--- src/rtl/tse_pkg.sv ---
// Package for the TLS server-name extractor.
// Holds the parse phase encoding, result kinds, protocol constants and the result type.
// No dependencies; the extractor, parser, checker and testbench import it.
package tse_pkg;

	localparam int LENGTH_BITS_DEF = 16;

	localparam logic [7:0]  REC_HANDSHAKE   = 8'h16;
	localparam logic [7:0]  HS_CLIENT_HELLO = 8'h01;
	localparam int          FIXED_PREFIX    = 43;
	localparam logic [15:0] SNI_EXT_TYPE    = 16'h0000;
	localparam logic [7:0]  HOST_NAME_TYPE  = 8'h00;

	localparam logic [1:0] KIND_NAME  = 2'd0;
	localparam logic [1:0] KIND_EMPTY = 2'd1;
	localparam logic [1:0] KIND_NONE  = 2'd2;

	typedef enum logic [8:0] {
		PH_RECORD    = 9'b000000001,
		PH_SESSION   = 9'b000000010,
		PH_CIPHER    = 9'b000000100,
		PH_COMPRESS  = 9'b000001000,
		PH_EXTS_LEN  = 9'b000010000,
		PH_EXT_HDR   = 9'b000100000,
		PH_SNI_LIST  = 9'b001000000,
		PH_SNI_ENTRY = 9'b010000000,
		PH_NAME      = 9'b100000000
	} phase_t;

	typedef struct packed {
		logic [1:0] result_kind;
		logic [7:0] name_byte;
		logic       name_end;
	} tse_result_t;

endpackage

--- src/rtl/tse_if.sv ---
// Channel interfaces of the TLS server-name extractor: payload bytes in, results out.
// Depends on nothing; the payload length width is an interface parameter.
interface tse_pkt_if #(
	parameter int LENGTH_BITS = 16
);
	logic                   valid;
	logic                   ready;
	logic [7:0]             payload_byte;
	logic [LENGTH_BITS-1:0] payload_length;
	logic                   payload_end;

	modport source (output valid, payload_byte, payload_length, payload_end, input ready);
	modport sink (input valid, payload_byte, payload_length, payload_end, output ready);
endinterface

interface tse_sni_if;
	logic       valid;
	logic       ready;
	logic [1:0] result_kind;
	logic [7:0] name_byte;
	logic       name_end;

	modport source (output valid, result_kind, name_byte, name_end, input ready);
	modport sink (input valid, result_kind, name_byte, name_end, output ready);
endinterface

--- src/rtl/tls_sni_extractor.sv ---
// Top level of the TLS server-name extractor: input register, parser and result register.
// Depends on tse_pkg, tse_if (channel interfaces) and tse_parser.
//
// The pkt channel carries one payload byte per transaction together with the
// payload's declared length and an end flag on its final byte. The sni channel
// carries the results: the bytes of the first host_name of a ClientHello, the
// last one marked by name_end, or a single empty-name or no-name result.
// A byte that produces no result simply updates the parse state.
// A byte accepted into the input register has its result written into the result register
// once that register is free. One byte is taken in every cycle unless the receiver stalls; each byte is
// parsed combinationally between the input register and the result register.
// Reset clears the valid flags of both registers and returns the parser to the record header.
// When the receiver stalls, the result is held in the result register and the
// input register keeps one more byte; pkt.ready then follows sni.ready until
// the result is taken.
module tls_sni_extractor #(
	parameter int LENGTH_BITS = tse_pkg::LENGTH_BITS_DEF
) (
	input  logic      clk,
	input  logic      arst_n,
	tse_pkt_if.sink   pkt,
	tse_sni_if.source sni
);
	import tse_pkg::*;

	logic                   valid_s1;
	logic [7:0]             byte_s1;
	logic [LENGTH_BITS-1:0] len_s1;
	logic                   end_s1;
	logic                   out_valid_q;
	tse_result_t            out_q;
	logic                   out_free, advance, res_valid;
	tse_result_t            res;

	assign out_free  = !out_valid_q || sni.ready;
	assign advance   = valid_s1 && out_free;
	assign pkt.ready = !valid_s1 || out_free;

	always_ff @(posedge clk or negedge arst_n) begin
		if (!arst_n) begin
			valid_s1 <= 1'b0;
		end else if (pkt.valid && pkt.ready) begin
			valid_s1 <= 1'b1;
		end else if (advance) begin
			valid_s1 <= 1'b0;
		end
	end

	always_ff @(posedge clk) begin
		if (pkt.valid && pkt.ready) begin
			byte_s1 <= pkt.payload_byte;
			len_s1  <= pkt.payload_length;
			end_s1  <= pkt.payload_end;
		end
	end

	tse_parser #(
		.LENGTH_BITS(LENGTH_BITS)
	) u_parser (
		.clk            (clk),
		.arst_n         (arst_n),
		.step           (advance),
		.payload_byte   (byte_s1),
		.payload_length (len_s1),
		.payload_end    (end_s1),
		.res_valid      (res_valid),
		.res            (res)
	);

	always_ff @(posedge clk or negedge arst_n) begin
		if (!arst_n) begin
			out_valid_q <= 1'b0;
		end else if (out_free) begin
			out_valid_q <= advance && res_valid;
		end
	end

	always_ff @(posedge clk) begin
		if (advance && res_valid && out_free) begin
			out_q <= res;
		end
	end

	assign sni.valid       = out_valid_q;
	assign sni.result_kind = out_q.result_kind;
	assign sni.name_byte   = out_q.name_byte;
	assign sni.name_end    = out_q.name_end;

endmodule

--- src/rtl/tse_parser.sv ---
// ClientHello parser: parse state registers and the per-byte next-state logic.
// Depends on tse_pkg; advances one payload byte per step and produces at most one result.
module tse_parser #(
	parameter int LENGTH_BITS = tse_pkg::LENGTH_BITS_DEF
) (
	input  logic                     clk,
	input  logic                     arst_n,
	input  logic                     step,
	input  logic [7:0]               payload_byte,
	input  logic [LENGTH_BITS-1:0]   payload_length,
	input  logic                     payload_end,
	output logic                     res_valid,
	output tse_pkg::tse_result_t     res
);
	import tse_pkg::*;

	localparam int OFS_W = ((LENGTH_BITS > 16) ? LENGTH_BITS : 16) + 2;
	localparam logic [LENGTH_BITS-1:0] POS_MAX = '1;

	logic [LENGTH_BITS-1:0] pos_q, pos_n;
	phase_t                 phase_q, phase_n;
	logic [OFS_W-1:0]       nfo_q, nfo_n;
	logic [7:0]             acc_q, acc_n;
	logic [OFS_W-1:0]       exts_end_q, exts_end_n;
	logic [OFS_W-1:0]       ext_end_q, ext_end_n;
	logic [15:0]            ext_type_q, ext_type_n;
	logic [15:0]            left_q, left_n;
	logic                   resolved_q, resolved_n;

	logic [OFS_W-1:0] p_ext, len_ext, b_ext, v_ext, diff, t, e;
	logic [15:0]      v;
	logic             active, small_d;
	logic             d0, d1, d2, d3, d5;
	logic             has;
	logic [1:0]       kind;
	logic [7:0]       nbyte;
	logic             nend;

	always_comb begin
		p_ext   = OFS_W'(pos_q);
		len_ext = OFS_W'(payload_length);
		b_ext   = OFS_W'(payload_byte);
		v       = {acc_q, payload_byte};
		v_ext   = OFS_W'(v);
		diff    = p_ext - nfo_q;
		small_d = (diff[OFS_W-1:3] == '0);
		active  = !resolved_q && (p_ext >= nfo_q);
		d0 = small_d && (diff[2:0] == 3'd0);
		d1 = small_d && (diff[2:0] == 3'd1);
		d2 = small_d && (diff[2:0] == 3'd2);
		d3 = small_d && (diff[2:0] == 3'd3);
		d5 = small_d && (diff[2:0] == 3'd5);

		pos_n      = pos_q;
		phase_n    = phase_q;
		nfo_n      = nfo_q;
		acc_n      = acc_q;
		exts_end_n = exts_end_q;
		ext_end_n  = ext_end_q;
		ext_type_n = ext_type_q;
		left_n     = left_q;
		resolved_n = resolved_q;
		t          = '0;
		e          = '0;
		has        = 1'b0;
		kind       = KIND_NONE;
		nbyte      = 8'h00;
		nend       = 1'b0;

		if (active) begin
			case (phase_q)
				PH_RECORD: begin
					if (d0 && (payload_byte != REC_HANDSHAKE ||
							len_ext <= OFS_W'(FIXED_PREFIX))) begin
						has = 1'b1;
					end else if (d5) begin
						if (payload_byte != HS_CLIENT_HELLO) begin
							has = 1'b1;
						end else begin
							nfo_n   = OFS_W'(FIXED_PREFIX);
							phase_n = PH_SESSION;
						end
					end
				end
				PH_SESSION: begin
					if (d0) begin
						t     = nfo_q + b_ext + OFS_W'(1);
						nfo_n = t;
						if (t + OFS_W'(2) > len_ext) has = 1'b1;
						else phase_n = PH_CIPHER;
					end
				end
				PH_CIPHER: begin
					if (d0) begin
						acc_n = payload_byte;
					end else if (d1) begin
						t     = nfo_q + v_ext + OFS_W'(2);
						nfo_n = t;
						if (t + OFS_W'(1) > len_ext) has = 1'b1;
						else phase_n = PH_COMPRESS;
					end
				end
				PH_COMPRESS: begin
					if (d0) begin
						t     = nfo_q + b_ext + OFS_W'(1);
						nfo_n = t;
						if (t + OFS_W'(2) > len_ext) has = 1'b1;
						else phase_n = PH_EXTS_LEN;
					end
				end
				PH_EXTS_LEN: begin
					if (d0) begin
						acc_n = payload_byte;
					end else if (d1) begin
						t          = nfo_q + OFS_W'(2);
						e          = t + v_ext;
						nfo_n      = t;
						exts_end_n = e;
						if (e > len_ext) has = 1'b1;
						else if (t + OFS_W'(4) > e) has = 1'b1;
						else phase_n = PH_EXT_HDR;
					end
				end
				PH_EXT_HDR: begin
					if (d0 || d2) begin
						acc_n = payload_byte;
					end else if (d1) begin
						ext_type_n = v;
					end else if (d3) begin
						t         = nfo_q + OFS_W'(4);
						e         = t + v_ext;
						nfo_n     = t;
						ext_end_n = e;
						if (e > exts_end_q) begin
							has = 1'b1;
						end else if (ext_type_q == SNI_EXT_TYPE &&
								t + OFS_W'(2) <= exts_end_q) begin
							phase_n = PH_SNI_LIST;
						end else begin
							nfo_n = e;
							if (e + OFS_W'(4) > exts_end_q) has = 1'b1;
						end
					end
				end
				PH_SNI_LIST: begin
					if (d0) begin
						acc_n = payload_byte;
					end else if (d1) begin
						t     = nfo_q + OFS_W'(2);
						nfo_n = t;
						if (t + v_ext > exts_end_q) has = 1'b1;
						else if (t + OFS_W'(3) > exts_end_q) has = 1'b1;
						else phase_n = PH_SNI_ENTRY;
					end
				end
				PH_SNI_ENTRY: begin
					if (d0) begin
						ext_type_n = {8'h00, payload_byte};
					end else if (d1) begin
						acc_n = payload_byte;
					end else if (d2) begin
						t     = nfo_q + OFS_W'(3);
						nfo_n = t;
						if (ext_type_q != {8'h00, HOST_NAME_TYPE} || t + v_ext > exts_end_q) begin
							has = 1'b1;
						end else if (v == 16'h0000) begin
							has  = 1'b1;
							kind = KIND_EMPTY;
						end else begin
							left_n  = v;
							phase_n = PH_NAME;
						end
					end
				end
				PH_NAME: begin
					if (d0) begin
						has    = 1'b1;
						kind   = KIND_NAME;
						nbyte  = payload_byte;
						nfo_n  = nfo_q + OFS_W'(1);
						left_n = left_q - 16'd1;
						nend   = (left_n == 16'h0000);
					end
				end
				default: begin
					has = 1'b1;
				end
			endcase
			if (has && (kind != KIND_NAME || nend)) resolved_n = 1'b1;
		end

		if (payload_end) begin
			if (!has && !resolved_n) begin
				has  = 1'b1;
				kind = KIND_NONE;
			end
			if (has && kind == KIND_NAME) nend = 1'b1;
			pos_n      = '0;
			phase_n    = PH_RECORD;
			nfo_n      = '0;
			acc_n      = '0;
			exts_end_n = '0;
			ext_end_n  = '0;
			ext_type_n = '0;
			left_n     = '0;
			resolved_n = 1'b0;
		end else if (pos_q != POS_MAX) begin
			pos_n = pos_q + 1'b1;
		end

		res_valid       = has;
		res.result_kind = kind;
		res.name_byte   = nbyte;
		res.name_end    = nend;
	end

	always_ff @(posedge clk or negedge arst_n) begin
		if (!arst_n) begin
			pos_q      <= '0;
			phase_q    <= PH_RECORD;
			nfo_q      <= '0;
			acc_q      <= '0;
			exts_end_q <= '0;
			ext_end_q  <= '0;
			ext_type_q <= '0;
			left_q     <= '0;
			resolved_q <= 1'b0;
		end else if (step) begin
			pos_q      <= pos_n;
			phase_q    <= phase_n;
			nfo_q      <= nfo_n;
			acc_q      <= acc_n;
			exts_end_q <= exts_end_n;
			ext_end_q  <= ext_end_n;
			ext_type_q <= ext_type_n;
			left_q     <= left_n;
			resolved_q <= resolved_n;
		end
	end

endmodule

--- src/flat_wrapper.sv ---
// flat-port wrapper written by rule: the top's interface ports become plain ports
module tls_sni_extractor_flat import tse_pkg::*;
#(
	parameter int LENGTH_BITS = tse_pkg::LENGTH_BITS_DEF
)
  (clk, arst_n, pkt_valid, pkt_payload_byte, pkt_payload_length, pkt_payload_end, pkt_ready, sni_valid, sni_result_kind, sni_name_byte, sni_name_end, sni_ready);
  tse_pkt_if #(.LENGTH_BITS(LENGTH_BITS)) pkt_i ();
  tse_sni_if sni_i ();
  input  logic clk;
  input  logic arst_n;
  input wire logic [$bits(pkt_i.valid)-1:0] pkt_valid;
  input wire logic [$bits(pkt_i.payload_byte)-1:0] pkt_payload_byte;
  input wire logic [$bits(pkt_i.payload_length)-1:0] pkt_payload_length;
  input wire logic [$bits(pkt_i.payload_end)-1:0] pkt_payload_end;
  output wire logic [$bits(pkt_i.ready)-1:0] pkt_ready;
  output wire logic [$bits(sni_i.valid)-1:0] sni_valid;
  output wire logic [$bits(sni_i.result_kind)-1:0] sni_result_kind;
  output wire logic [$bits(sni_i.name_byte)-1:0] sni_name_byte;
  output wire logic [$bits(sni_i.name_end)-1:0] sni_name_end;
  input wire logic [$bits(sni_i.ready)-1:0] sni_ready;
  assign pkt_i.valid = pkt_valid;
  assign pkt_i.payload_byte = pkt_payload_byte;
  assign pkt_i.payload_length = pkt_payload_length;
  assign pkt_i.payload_end = pkt_payload_end;
  assign pkt_ready = pkt_i.ready;
  assign sni_valid = sni_i.valid;
  assign sni_result_kind = sni_i.result_kind;
  assign sni_name_byte = sni_i.name_byte;
  assign sni_name_end = sni_i.name_end;
  assign sni_i.ready = sni_ready;
  tls_sni_extractor #(.LENGTH_BITS(LENGTH_BITS)) u_core (.clk(clk), .arst_n(arst_n), .pkt(pkt_i), .sni(sni_i));
endmodule
--- config.mk ---
export PLATFORM = sky130hd
export DESIGN_NAME = tls_sni_extractor_flat
export DESIGN_NICKNAME = d
export VERILOG_FILES = /design/src/rtl/tse_pkg.sv /design/src/rtl/tse_if.sv /design/src/rtl/tls_sni_extractor.sv /design/src/rtl/tse_parser.sv /design/src/flat_wrapper.sv
export SDC_FILE = /design/constraint.sdc
export NUM_CORES = 1
export LEC_CHECK = 0
export BUFFER_PORTS_ARGS = -buffer_cell sky130_fd_sc_hd__buf_4
export CAP_MARGIN = 10
export CORE_MARGIN = 2
export CORE_UTILIZATION = 55
export CTS_CLUSTER_SIZE = 24
export DETAILED_ROUTE_END_ITERATION = 16
export PLACE_DENSITY_LB_ADDON = 0.12
export SLEW_MARGIN = 20
export SYNTH_ARGS = -nofsm -noshare
export SYNTH_HDL_FRONTEND = slang
export SYNTH_SLANG_ARGS = --single-unit
--- constraint.sdc ---
create_clock -name clk -period 8.3 [get_ports clk]
set_input_delay 0 -clock clk [delete_from_list [all_inputs] [get_ports clk]]
set_output_delay 0 -clock clk [all_outputs]
set_load 0.03 [all_outputs]
[Word-level counts from Yosys, hierarchy flattened]
Index checks and enable logic that the tools add are counted.
Storage, ports and cells
  register bits: 140
  bits in latches: 0
  bits in writable memories: 0
  memory bits (read-only): 0
  bits of input ports: 29
  logic and storage cells: 294
  memories: 0
Operators by class
  add/subtract/negate cells: 20
  multipliers: 0
  divide/modulo/power cells: 0
  magnitude comparators: 12
  eq/ne operators: 54
  shift operators: 0
  mux-type cells: 137
  bitwise logic cells: 0
  reduce and logical (&&, ||, !) cells: 55
Operators by type and width (count)
  two-way mux 18 bit: 24
  two-way mux 9 bit: 30
  two-way mux 16 bit: 15
  case mux 18 bit (7 select lines): 1
  adder 18 x 2 -> 18 bit (second input constant): 6
  > comparator 18 bit: 6
  inequality test 3 x 2 -> 1 bit (second input constant): 34
  adder 18 x 16 -> 18 bit: 4
  case mux 9 bit (8 select lines): 1
  case mux 16 bit (2 select lines): 2
  adder 18 x 1 -> 18 bit (second input constant): 3
  adder 18 x 3 -> 18 bit (second input constant): 3
  > comparator 18 x 16 -> 1 bit: 3
  zero test 16 bit: 3
  two-way mux 8 bit: 6
  two-way mux 1 bit: 44
  AND reduction 31 bit: 1
  case mux 8 bit (3 select lines): 1
  two-way mux 2 bit: 11
  adder 18 x 8 -> 18 bit: 1
  greater-or-equal comparator 16 x 18 -> 1 bit: 1
  less-or-equal comparator 18 bit: 1
  AND reduction 18 bit: 1
  subtractor 16 x 18 -> 18 bit: 1
  42 further kinds: 75

[Depth between registers and ports, before layout]
Gate-level depths: netlist of run 1.
  depth after elaboration: 23
  gate-level depth with buffers: 30
  depth with buffers taken out: 29

[Hierarchy]
From an unflattened synthesis of run 1, not the netlist that was laid out.
Unflattened totals
  cell total of the unflattened synthesis: 2402
  area, all modules: 19033.3 µm²
By module, submodules not included
  tse_parser: instances 1, cells each 2356, area each 17840.9 µm², seq. area each 2553.7 µm²
  tls_sni_extractor: instances 1, cells each 46, area each 1192.4 µm², seq. area each 1131.1 µm²

[Least setup slack after synthesis of run 1]
No wires, ideal clock.
  path type: register -> register
  start: register u_core.u_parser.nfo_q[3]
  end: register u_core.u_parser.phase_q[1]
  setup time: 125 ps
  arrival time: 6254 ps
  slack: 1921 ps
  cell stages (with the launch flop): 30
  buffers on the path: 1
  clock period less this slack: 6379 ps
  cell sequence: dfrtp_1 ha_1 clkbuf_1 nand2_1 nor2_1 nand3_1 nor2_1 nand2_1 xnor2_1 inv_1 ha_1 a21o_1 a21o_1 a21oi_1 a21boi_0 a311o_1 nand2_1 nor2_1 xor2_1 ha_1 nand4_1 or4_1 o31ai_1 a211oi_1 nand3b_1 o31a_1 a32oi_1 nand4b_4 a211oi_4 mux2_4
On the way
  word-level cells in the longest chain between the ends: 6
  elaborated cells on any way between the ends: 65
  classes of those cells: 16 x add/sub; 10 x order compare; 26 x eq/ne; 13 x reduce/logical
RTL lines
  start, declared: line tse_parser.sv:22  | logic [OFS_W-1:0] nfo_q, nfo_n;
  start signal, assigned: line tse_parser.sv:231  | nfo_q <= nfo_n;
  adder 18 x 16 -> 18 bit, or another cell as far along: line tse_parser.sv:97  | t = nfo_q + v_ext + OFS_W'(2);
  adder 18 x 2 -> 18 bit, or another cell as far along: line tse_parser.sv:97
  adder 18 x 1 -> 18 bit, or another cell as far along: line tse_parser.sv:99  | if (t + OFS_W'(1) > len_ext) has = 1'b1;
  > comparator 18 x 16 -> 1 bit, or another cell as far along: line tse_parser.sv:99
  inequality test 3 x 2 -> 1 bit (no line)
  AND reduction 31 bit (no line) *
  end signal, assigned: line tse_parser.sv:230  | phase_q <= phase_n;
  end, declared: line tse_parser.sv:21  | phase_t phase_q, phase_n;
Mark *: on every way between the ends. The rest lies on a longest branch, timed or not.
A chain may end at the register's enable or synchronous reset.

[Worst setup path after layout of run 1]
  start: register u_core.u_parser.nfo_q[4]
  end: register u_core.u_parser.phase_q[4]
Same word-level chain as after synthesis.

==> results of run 1 <==
[kinds of logic (layout without fill, tap and decap cells)]
| family | after synthesis | after routing | share of synthesized area (%) |
|---|---|---|---|
| and+or+nand+nor | 828 | 828 | 21.7 |
| DFF | 140 | 140 | 19.3 |
| muxes | 46 | 46 | 2.66 |
| xor gates and xnor gates | 210 | 210 | 9.69 |
| buffers and inverters | 233 | 313 | 4.72 |
| adders and majority gates | 295 | 295 | 19.8 |
| other | 0 | 2 | 0 |
| AOI/OAI and AO/OA | 640 | 640 | 22.1 |
[state kept, by name (all words and copies together) (netlist names)]
signal / flops
u_core.len_s1: 16
u_core.u_parser.acc_q: 8
u_core.u_parser.pos_q: 16
u_core.u_parser.nfo_q: 18
u_core.valid_s1: 1
u_core.sni.valid: 1
u_core.u_parser.left_q: 16
u_core.u_parser.ext_type_q: 16
u_core.sni.name_end: 1
u_core.sni.result_kind: 2
u_core.u_parser.resolved_q: 1
u_core.u_parser.exts_end_q: 18
u_core.sni.name_byte: 8
u_core.end_s1: 1
u_core.byte_s1: 8
u_core.u_parser.phase_q: 9
[cell usage after synthesis (all sizes together), types with 8 or more instances]
master,number
a31oi,20
dfrtp,103
a211oi,38
clkbuf,61
edfxtp,36
or4,10
o211ai,25
and3,23
o21a,22
mux2i,18
ha,283
or3,28
nand4,55
and4,10
mux2,28
nor4,30
a21o,58
nor2b,46
fa,11
a211o,10
inv,148
nor2,223
nor3b,12
a2111oi,9
xor2,50
nand2,181
nor3,59
o31ai,31
and2,24
nand3,71
nand2b,23
a21oi,158
a31o,8
o31a,8
o221ai,10
a221oi,12
buf,18
o22ai,14
o21ai,142
xnor2,160
or2,15
[worst register-to-register path: cells and delay by family (launching register included)]
kind | cells | cell delay, ps
xor+xnor | 2 | 720
fa+ha+maj | 2 | 780
compound gates | 7 | 2260
buf+inv | 3 | 620
mux | 1 | 340
flops | 1 | 620
simple gates | 11 | 2400
[worst max path at each step]
stage | start | to | slack, ps | cells past startpoint
floorplan | u_core.u_parser.nfo_q[3] | u_core.u_parser.phase_q[1] | 1920 | 29
global placement | u_core.u_parser.nfo_q[4] | u_core.u_parser.phase_q[4] | 860 | 26
detailed placement | u_core.u_parser.nfo_q[4] | u_core.u_parser.phase_q[4] | 710 | 26
CTS | u_core.u_parser.nfo_q[4] | u_core.u_parser.phase_q[4] | 680 | 26
global route | u_core.u_parser.nfo_q[4] | u_core.u_parser.phase_q[4] | 100 | 26
finish | u_core.u_parser.nfo_q[4] | u_core.u_parser.phase_q[4] | 440 | 26
[timing repair]
action | in CTS | in global routing
endpoints found under the hold margin | 56 | 0
endpoints found under the setup margin | 0 | 0
hold buffers | 29 | 0
[stage by stage]
stage,cell area [µm²],power (mW),cells,util [%],hold WS [ps]
3_5_place_dp,20100,5.66,2866,58.4,18.7
4_1_cts,20900,6.51,2927,60.9,54.5
2_1_floorplan,19100,4.22,2392,-,-296
5_1_grt,20900,7.10,2927,60.9,103
6_report,20900,6.70,2929,60.9,54.1
3_3_place_gp,20100,5.53,2866,58.4,14.2
[layout make-up]
cell class / instances / area, µm² / share of cell area [%]
diodes: 2 / 5.00 / 0.0239
clock buffers: 17 / 425 / 2.03
clock inverters: 15 / 150 / 0.717
inverters: 154 / 578 / 2.76
multi-input cells: 2019 / 14500 / 69.2
flip-flops and latches: 140 / 3680 / 17.6
well taps: 455 / 569 / 2.72
repair buffers: 127 / 1030 / 4.92
[layer usage]
layer  vias to the layer above  track usage, %  part of all wire (%)
met5                         -               0                 0.013
met4                         2            24.4                   6.7
met3                       307            9.46                    11
met2                      1178            61.7                    41
met1                      9349            57.5                    41
li1                       8926               -                     -
[power by group through the flow]
| stage | clock network, mW | registers (mW) | logic, mW |
|---|---|---|---|
| floorplan | 0 | 1.05 | 3.16 |
| global placement | 0 | 1.10 | 4.43 |
| detailed placement | 0 | 1.11 | 4.55 |
| CTS | 0.816 | 1.10 | 4.60 |
| global route | 0.835 | 1.12 | 5.14 |
| finish | 0.817 | 1.11 | 4.77 |
==> results by group, run 1 <==
Outcome
  – Status: finished, final reports clean

GRT
  – GRT Util Overall: 42.4%
  – Vias in the first global route: 18400
  – Largest net degree at the start of global routing: 76
  – Global-route wire length before repair: around 110000 µm
  – Total gr overflow: 0
  – Initial antenna violation count: 3

Critical path
  – CP arrival: approximately 8200 ps
  – Reg2reg end: u_core.u_parser.phase_q[4]
  – Startpoint types: flip-flop
  – Worst R2R Setup Slack: approximately 440 ps
  – CP dominant cell by count: nand3_1
  – Worst-path fanout max: 11
  – Crit path buf inv count: 3
  – WS Path Type: flip-flop to flip-flop
  – Top delay family on crit path: simple AND/OR/NAND/NOR gates
  – R2R Path Start: u_core.u_parser.nfo_q[4]
  – Worst-case reg-to-reg path depth: 26
  – Critical Path RT: 8650 ps
  – CP endpoint kind: flip-flop
  – Slowest stage cell, crit path: dfrtp_1
  – Crit-path max cell delay: ~620 ps

Finish
  – Fill count: roughly 3200
  – Layout cells sized above 1: under 10%
  – Most common cell after layout, fill and taps aside: ha_1
  – Most frequent cells in the layout: ha_1 (283), nor2_1 (222), nand2_1 (181)
  – Area delta synth->final: 9.81%
  – Nets: approximately 2800

Min path
  – Min-Delay Path Class: input pin to async pin

Clocking
  – Clk_lat worst skew: roughly 480 ps
  – TritonCTS sink count: 140
  – Reg clk slew, reported paths: approximately 80 ps
  – Setup Buffers After CTS: 0
  – CTS max path bufs: 2
  – CTS buffer count: 17
  – Root Driver: clkbuf_16
  – CTS tree: yes
  – Post-CTS sizing: 0
  – Htree depth: 4

Floorplan
  – Num rows: slightly below 70
  – Chip height: approximately 190 µm
  – Initial core utilization: a little under three fifths
  – # IOs: 42
  – Total core area: approximately 34000 µm²
  – Die area: between 30000 and 40000 µm²
  – Die W: about 190 µm

Power and ir drop
  – Power per cell area: ~320 nW/µm²
  – Clock power frac: roughly an eighth
  – Logic pwr share: slightly above 70%
  – Worst vdd ir: approximately 210 µV
  – Leakage: roughly 9.2 nW
  – Psw: 3.64 mW
  – Sw Ratio: a little over half
  – Internal power: just over 3 mW
  – Reg power frac: 16.6%

Yosys
  – Yosys cell types: 95
  – Share of the synthesized area in the top cell type: a little under a fifth
  – Mapped cell area: 19100 µm²
  – Cell taking the most area after synthesis: ha_1
  – FF+latch count, synth: 140
  – Seq/Total Area, Yosys: approximately 19%
  – Syn. warnings: 0
  – EDFF count, synth: 36
  – Avg Cell Area, Syn: around 8 µm²
  – Most used DFF post-synth: dfrtp_1
  – Syn_nets: 2715
  – Synth async-reset ratio: approximately three quarters
  – Mapped Cells: roughly 2400
  – Largest cells by area after synthesis: ha_1 (19%), dfrtp_1 (14%), xnor2_1 (7.3%)

Route
  – Iteration-0 DRC Markers: ~2400
  – Final WL: about 77000 µm
  – Post-route ant nets: 0
  – Wirelength per Cell: about 26 µm
  – Post-route DRC: 0
  – Vias: 19800
  – Vias per cell: a little under 7
  – 1st-pass router iterations: 7

Timing
  – Fin Setup TNS: 0 ps
  – Clock Skew: about 17 ps
  – Crit share post-route: between 90% and 100%
  – Setup-failing EPs final: 0
  – Slew margin rel.: 20.9%
  – Max Clk Rate: approximately 130 MHz
  – Final worst slack: 443 ps
  – Minimum clock period: between 7000 and 8000 ps
  – Slew Limit Fails: 0
  – Endpoints failing hold: 0
  – RSZ-0062 raised after global routing: no
  – Slew of the pin with the lowest slew margin: around 1200 ps

Placement
  – RePlAce Congestion: between 1 and 1.5
  – HPWL after DPL: between 50000 and 60000 µm
  – PortBufs: 41
  – Pre-CTS WS: 711 ps

Flow run
  – Max Cap Viol: 0
(Power assumes the default switching activity.)
==> inputs of run 2 (changes only) <==
--- a/config.mk
+++ b/config.mk
@@ -9,6 +9,9 @@
 export CAP_MARGIN = 10
+export CELL_PAD_IN_SITES_DETAIL_PLACEMENT = 0
+export CELL_PAD_IN_SITES_GLOBAL_PLACEMENT = 1
 export CORE_MARGIN = 2
-export CORE_UTILIZATION = 55
+export CORE_UTILIZATION = 50
 export CTS_CLUSTER_SIZE = 24
 export DETAILED_ROUTE_END_ITERATION = 16
+export GPL_ROUTABILITY_DRIVEN = 0
 export PLACE_DENSITY_LB_ADDON = 0.12
==> constraint.sdc (replaced) <==
create_clock -name clk -period 8.3 [get_ports clk]
set_input_delay 1.66 -clock clk [delete_from_list [all_inputs] [get_ports clk]]
set_output_delay 1.66 -clock clk [all_outputs]
set_load 0.03 [all_outputs]
==> run 2 against run 1 <==
Against the previous run: clock skew increased by 4.4 ps; sequential share of layout area rose by 0.17 points; routed wire length down 5.3%; final cell count is 0.68% higher; highest routed layer is now met4.
==> results by group, run 2 (synthesized netlist as in run 1, its figures left out) <==
Min path
  – Hold Path Sink: u_core.u_parser.exts_end_q[9]
  – Worst hold stages: 2
  – HP Start: u_core.u_parser.exts_end_q[9]
  – Min-Delay Path Class: flip-flop to flip-flop (was input pin to async pin)

Clocking
  – Root Driver: clkbuf_16 (unchanged)
  – CTS tree: yes (unchanged)
  – TritonCTS sink count: 140 (unchanged)
  – Post-CTS sizing: 0 (unchanged)
  – CTS buffer count: 17 (unchanged)
  – Clk_lat worst skew: 480 ps (about the same)
  – Reg clk slew, reported paths: 80 ps (about the same)
  – Setup Buffers After CTS: 0 (unchanged)
  – Hold buffer count at cts: 0 (was 29)
  – Htree depth: 4 (unchanged)
  – CTS max path bufs: 2 (unchanged)

Timing
  – Minimum clock period: 7830 ps (was 7860 ps)
  – Slew of the pin with the lowest slew margin: 1170 ps (was 1180 ps)
  – RSZ-0062 raised after global routing: no (unchanged)
  – Clock Skew: 21.6 ps (was 17.2 ps)
  – Crit share post-route: 94.3% (was 94.7%)
  – Fin Setup TNS: 0 ps (unchanged)
  – Setup-failing EPs final: 0 (unchanged)
  – Endpoints failing hold: 0 (unchanged)
  – Slew Limit Fails: 0 (unchanged)
  – Slew margin rel.: 21.6% (was 20.9%)
  – Max Clk Rate: 128 MHz (was 127 MHz)

Critical path
  – Slowest stage cell, crit path: a21oi_1 (was dfrtp_1)
  – Worst-case reg-to-reg path depth: 27 (was 26)
  – CP arrival: 7920 ps (was 8210 ps)
  – Worst-path fanout max: 13 (was 11)
  – Crit path buf inv count: 2 (was 3)
  – Top delay family on crit path: compound AO/OA/AOI/OAI gates (was simple AND/OR/NAND/NOR gates)
  – Startpoint types: flip-flop (unchanged)
  – Reg2reg end: u_core.sni.name_byte[6] (was u_core.u_parser.phase_q[4])
  – CP endpoint kind: flip-flop (unchanged)
  – Worst R2R Setup Slack: 470 ps (was 440 ps)
  – R2R Path Start: u_core.u_parser.nfo_q[2] (was u_core.u_parser.nfo_q[4])
  – Critical Path RT: 8390 ps (was 8650 ps)
  – Crit-path max cell delay: 770 ps (was 620 ps)
  – WS Path Type: flip-flop to flip-flop (unchanged)

Floorplan
  – Chip height: 199 µm (was 190 µm)
  – Initial core utilization: 50.7% (was 55.5%)
  – Total core area: 37600 µm² (was 34400 µm²)
  – Die area: 39700 µm² (was 36200 µm²)
  – Num rows: 71 (was 68)
  – # IOs: 42 (unchanged)
  – Die W: 199 µm (was 190 µm)

GRT
  – Total gr overflow: 0 (unchanged)
  – Global-route wire length before repair: 110000 µm (was 113000 µm)
  – Initial antenna violation count: 2 (was 3)
  – GRT Util Overall: 37.4% (was 42.4%)
  – Largest net degree at the start of global routing: 59 (was 76)
  – Vias in the first global route: 17900 (was 18400)

Finish
  – Leading registers by flop count: u_core.u_parser.exts_end_q x18, u_core.u_parser.nfo_q x18 (unchanged)
  – Nets: 2747 (was 2782)
  – Fill count: 3659 (was 3167)
  – Layout cells sized above 1: 7.92% (was 8.09%)
  – Area delta synth->final: 8.74% (was 9.81%)
  – Non-Filler Instances: 2949 (was 2929)
  – Most frequent cells in the layout: ha_1 (283), nor2_1 (223), nand2_1 (181) (was ha_1 (283), nor2_1 (222), nand2_1 (181))
  – Most common cell after layout, fill and taps aside: ha_1 (unchanged)

Route
  – 1st-pass router iterations: 8 (was 7)
  – Vias per cell: 6.48 (was 6.75)
  – Vias: 19100 (was 19800)
  – Wirelength per Cell: 24.8 µm (was 26.4 µm)
  – Final WL: 73100 µm (was 77300 µm)
  – Post-route ant nets: 0 (unchanged)
  – Post-route DRC: 0 (unchanged)
  – Iteration-0 DRC Markers: 2246 (was 2378)

Power and ir drop
  – Worst vdd ir: 225 µV (was 213 µV)
  – Leakage: 9.10 nW (was 9.22 nW)
  – Power per cell area: 319 nW/µm² (was 320 nW/µm²)

Flow run
  – Max Cap Viol: 0 (unchanged)

Placement
  – HPWL after DPL: 57300 µm (was 59600 µm)
  – # placed instances: 2916 (was 2866)
  – PortBufs: 41 (unchanged)

Outcome
  – Status: finished, final reports clean (unchanged)
[run 2: worst max-delay path by stage]
stage                                   from                          to  slack, ps  cells past startpoint
floorplan           u_core.u_parser.nfo_q[3]  u_core.u_parser.phase_q[1]       1920                     29
global placement    u_core.u_parser.nfo_q[2]  u_core.u_parser.phase_q[4]        980                     26
detailed placement  u_core.u_parser.nfo_q[2]  u_core.u_parser.phase_q[6]        790                     27
CTS                 u_core.u_parser.nfo_q[2]  u_core.u_parser.phase_q[1]        760                     27
global route        u_core.u_parser.nfo_q[2]     u_core.sni.name_byte[6]          6                     27
finish              u_core.u_parser.nfo_q[2]     u_core.sni.name_byte[6]        470                     27
[run 2: where the power goes]
part	internal [mW]	switching, mW
clock network	0.508	0.362
registers	0.886	0.227
logic	1.74	2.89
[run 2: final cells by class]
cell class / instances / area [µm²] / area share (%)
timing repair buffer: 92 / 691 / 3.33
multi-input combinational: 2019 / 14500 / 69.9
antenna: 1 / 2.50 / 0.0121
tap: 511 / 639 / 3.08
clock inverter: 9 / 121 / 0.585
sequential: 140 / 3680 / 17.8
inverter: 154 / 578 / 2.79
clock buffer: 23 / 520 / 2.51
[run 2: stage by stage]
stage                     power [mW]  area, µm²  worst slack [ps]  hold WS (ps)  utilization [%]
after floorplan                 4.22      19100              1920           449                -
after global placement          5.52      20100               981           459             53.5
after detailed placement        5.61      20100               793           465             53.5
after CTS                       6.49      20700               757           480             55.2
after global routing            7.13      20700              5.87           497             55.2
final                           6.61      20700               472           476             55.2
[run 2: worst reg2reg max path: stages (launching register included)]
cell	delay, ps
dfrtp_1	610
ha_1	380
nand2_1	140
nor2_1	290
nand3_1	220
nor2_1	290
nand2_1	110
xnor2_1	490
inv_1	200
ha_1	420
nand3_1	160
a211o_1	280
a31o_2	220
o21ai_0	570
xor2_1	320
ha_1	250
a211oi_1	100
a32oi_1	220
o31ai_1	100
a211oi_1	240
nand3b_1	180
nor3b_1	60
nand3_1	100
a32oi_1	60
buf_4	190
a31o_2	240
a31o_2	230
a21oi_1	770
[run 2: per-layer routing]
layer | wire length [µm] | global-route usage [%] | vias up
li1 | - | - | 8860
met1 | 31400 | 50.6 | 9093
met2 | 30100 | 54.6 | 949
met3 | 7840 | 10.7 | 196
met4 | 3790 | 17.6 | 0
met5 | 0 | 0 | -
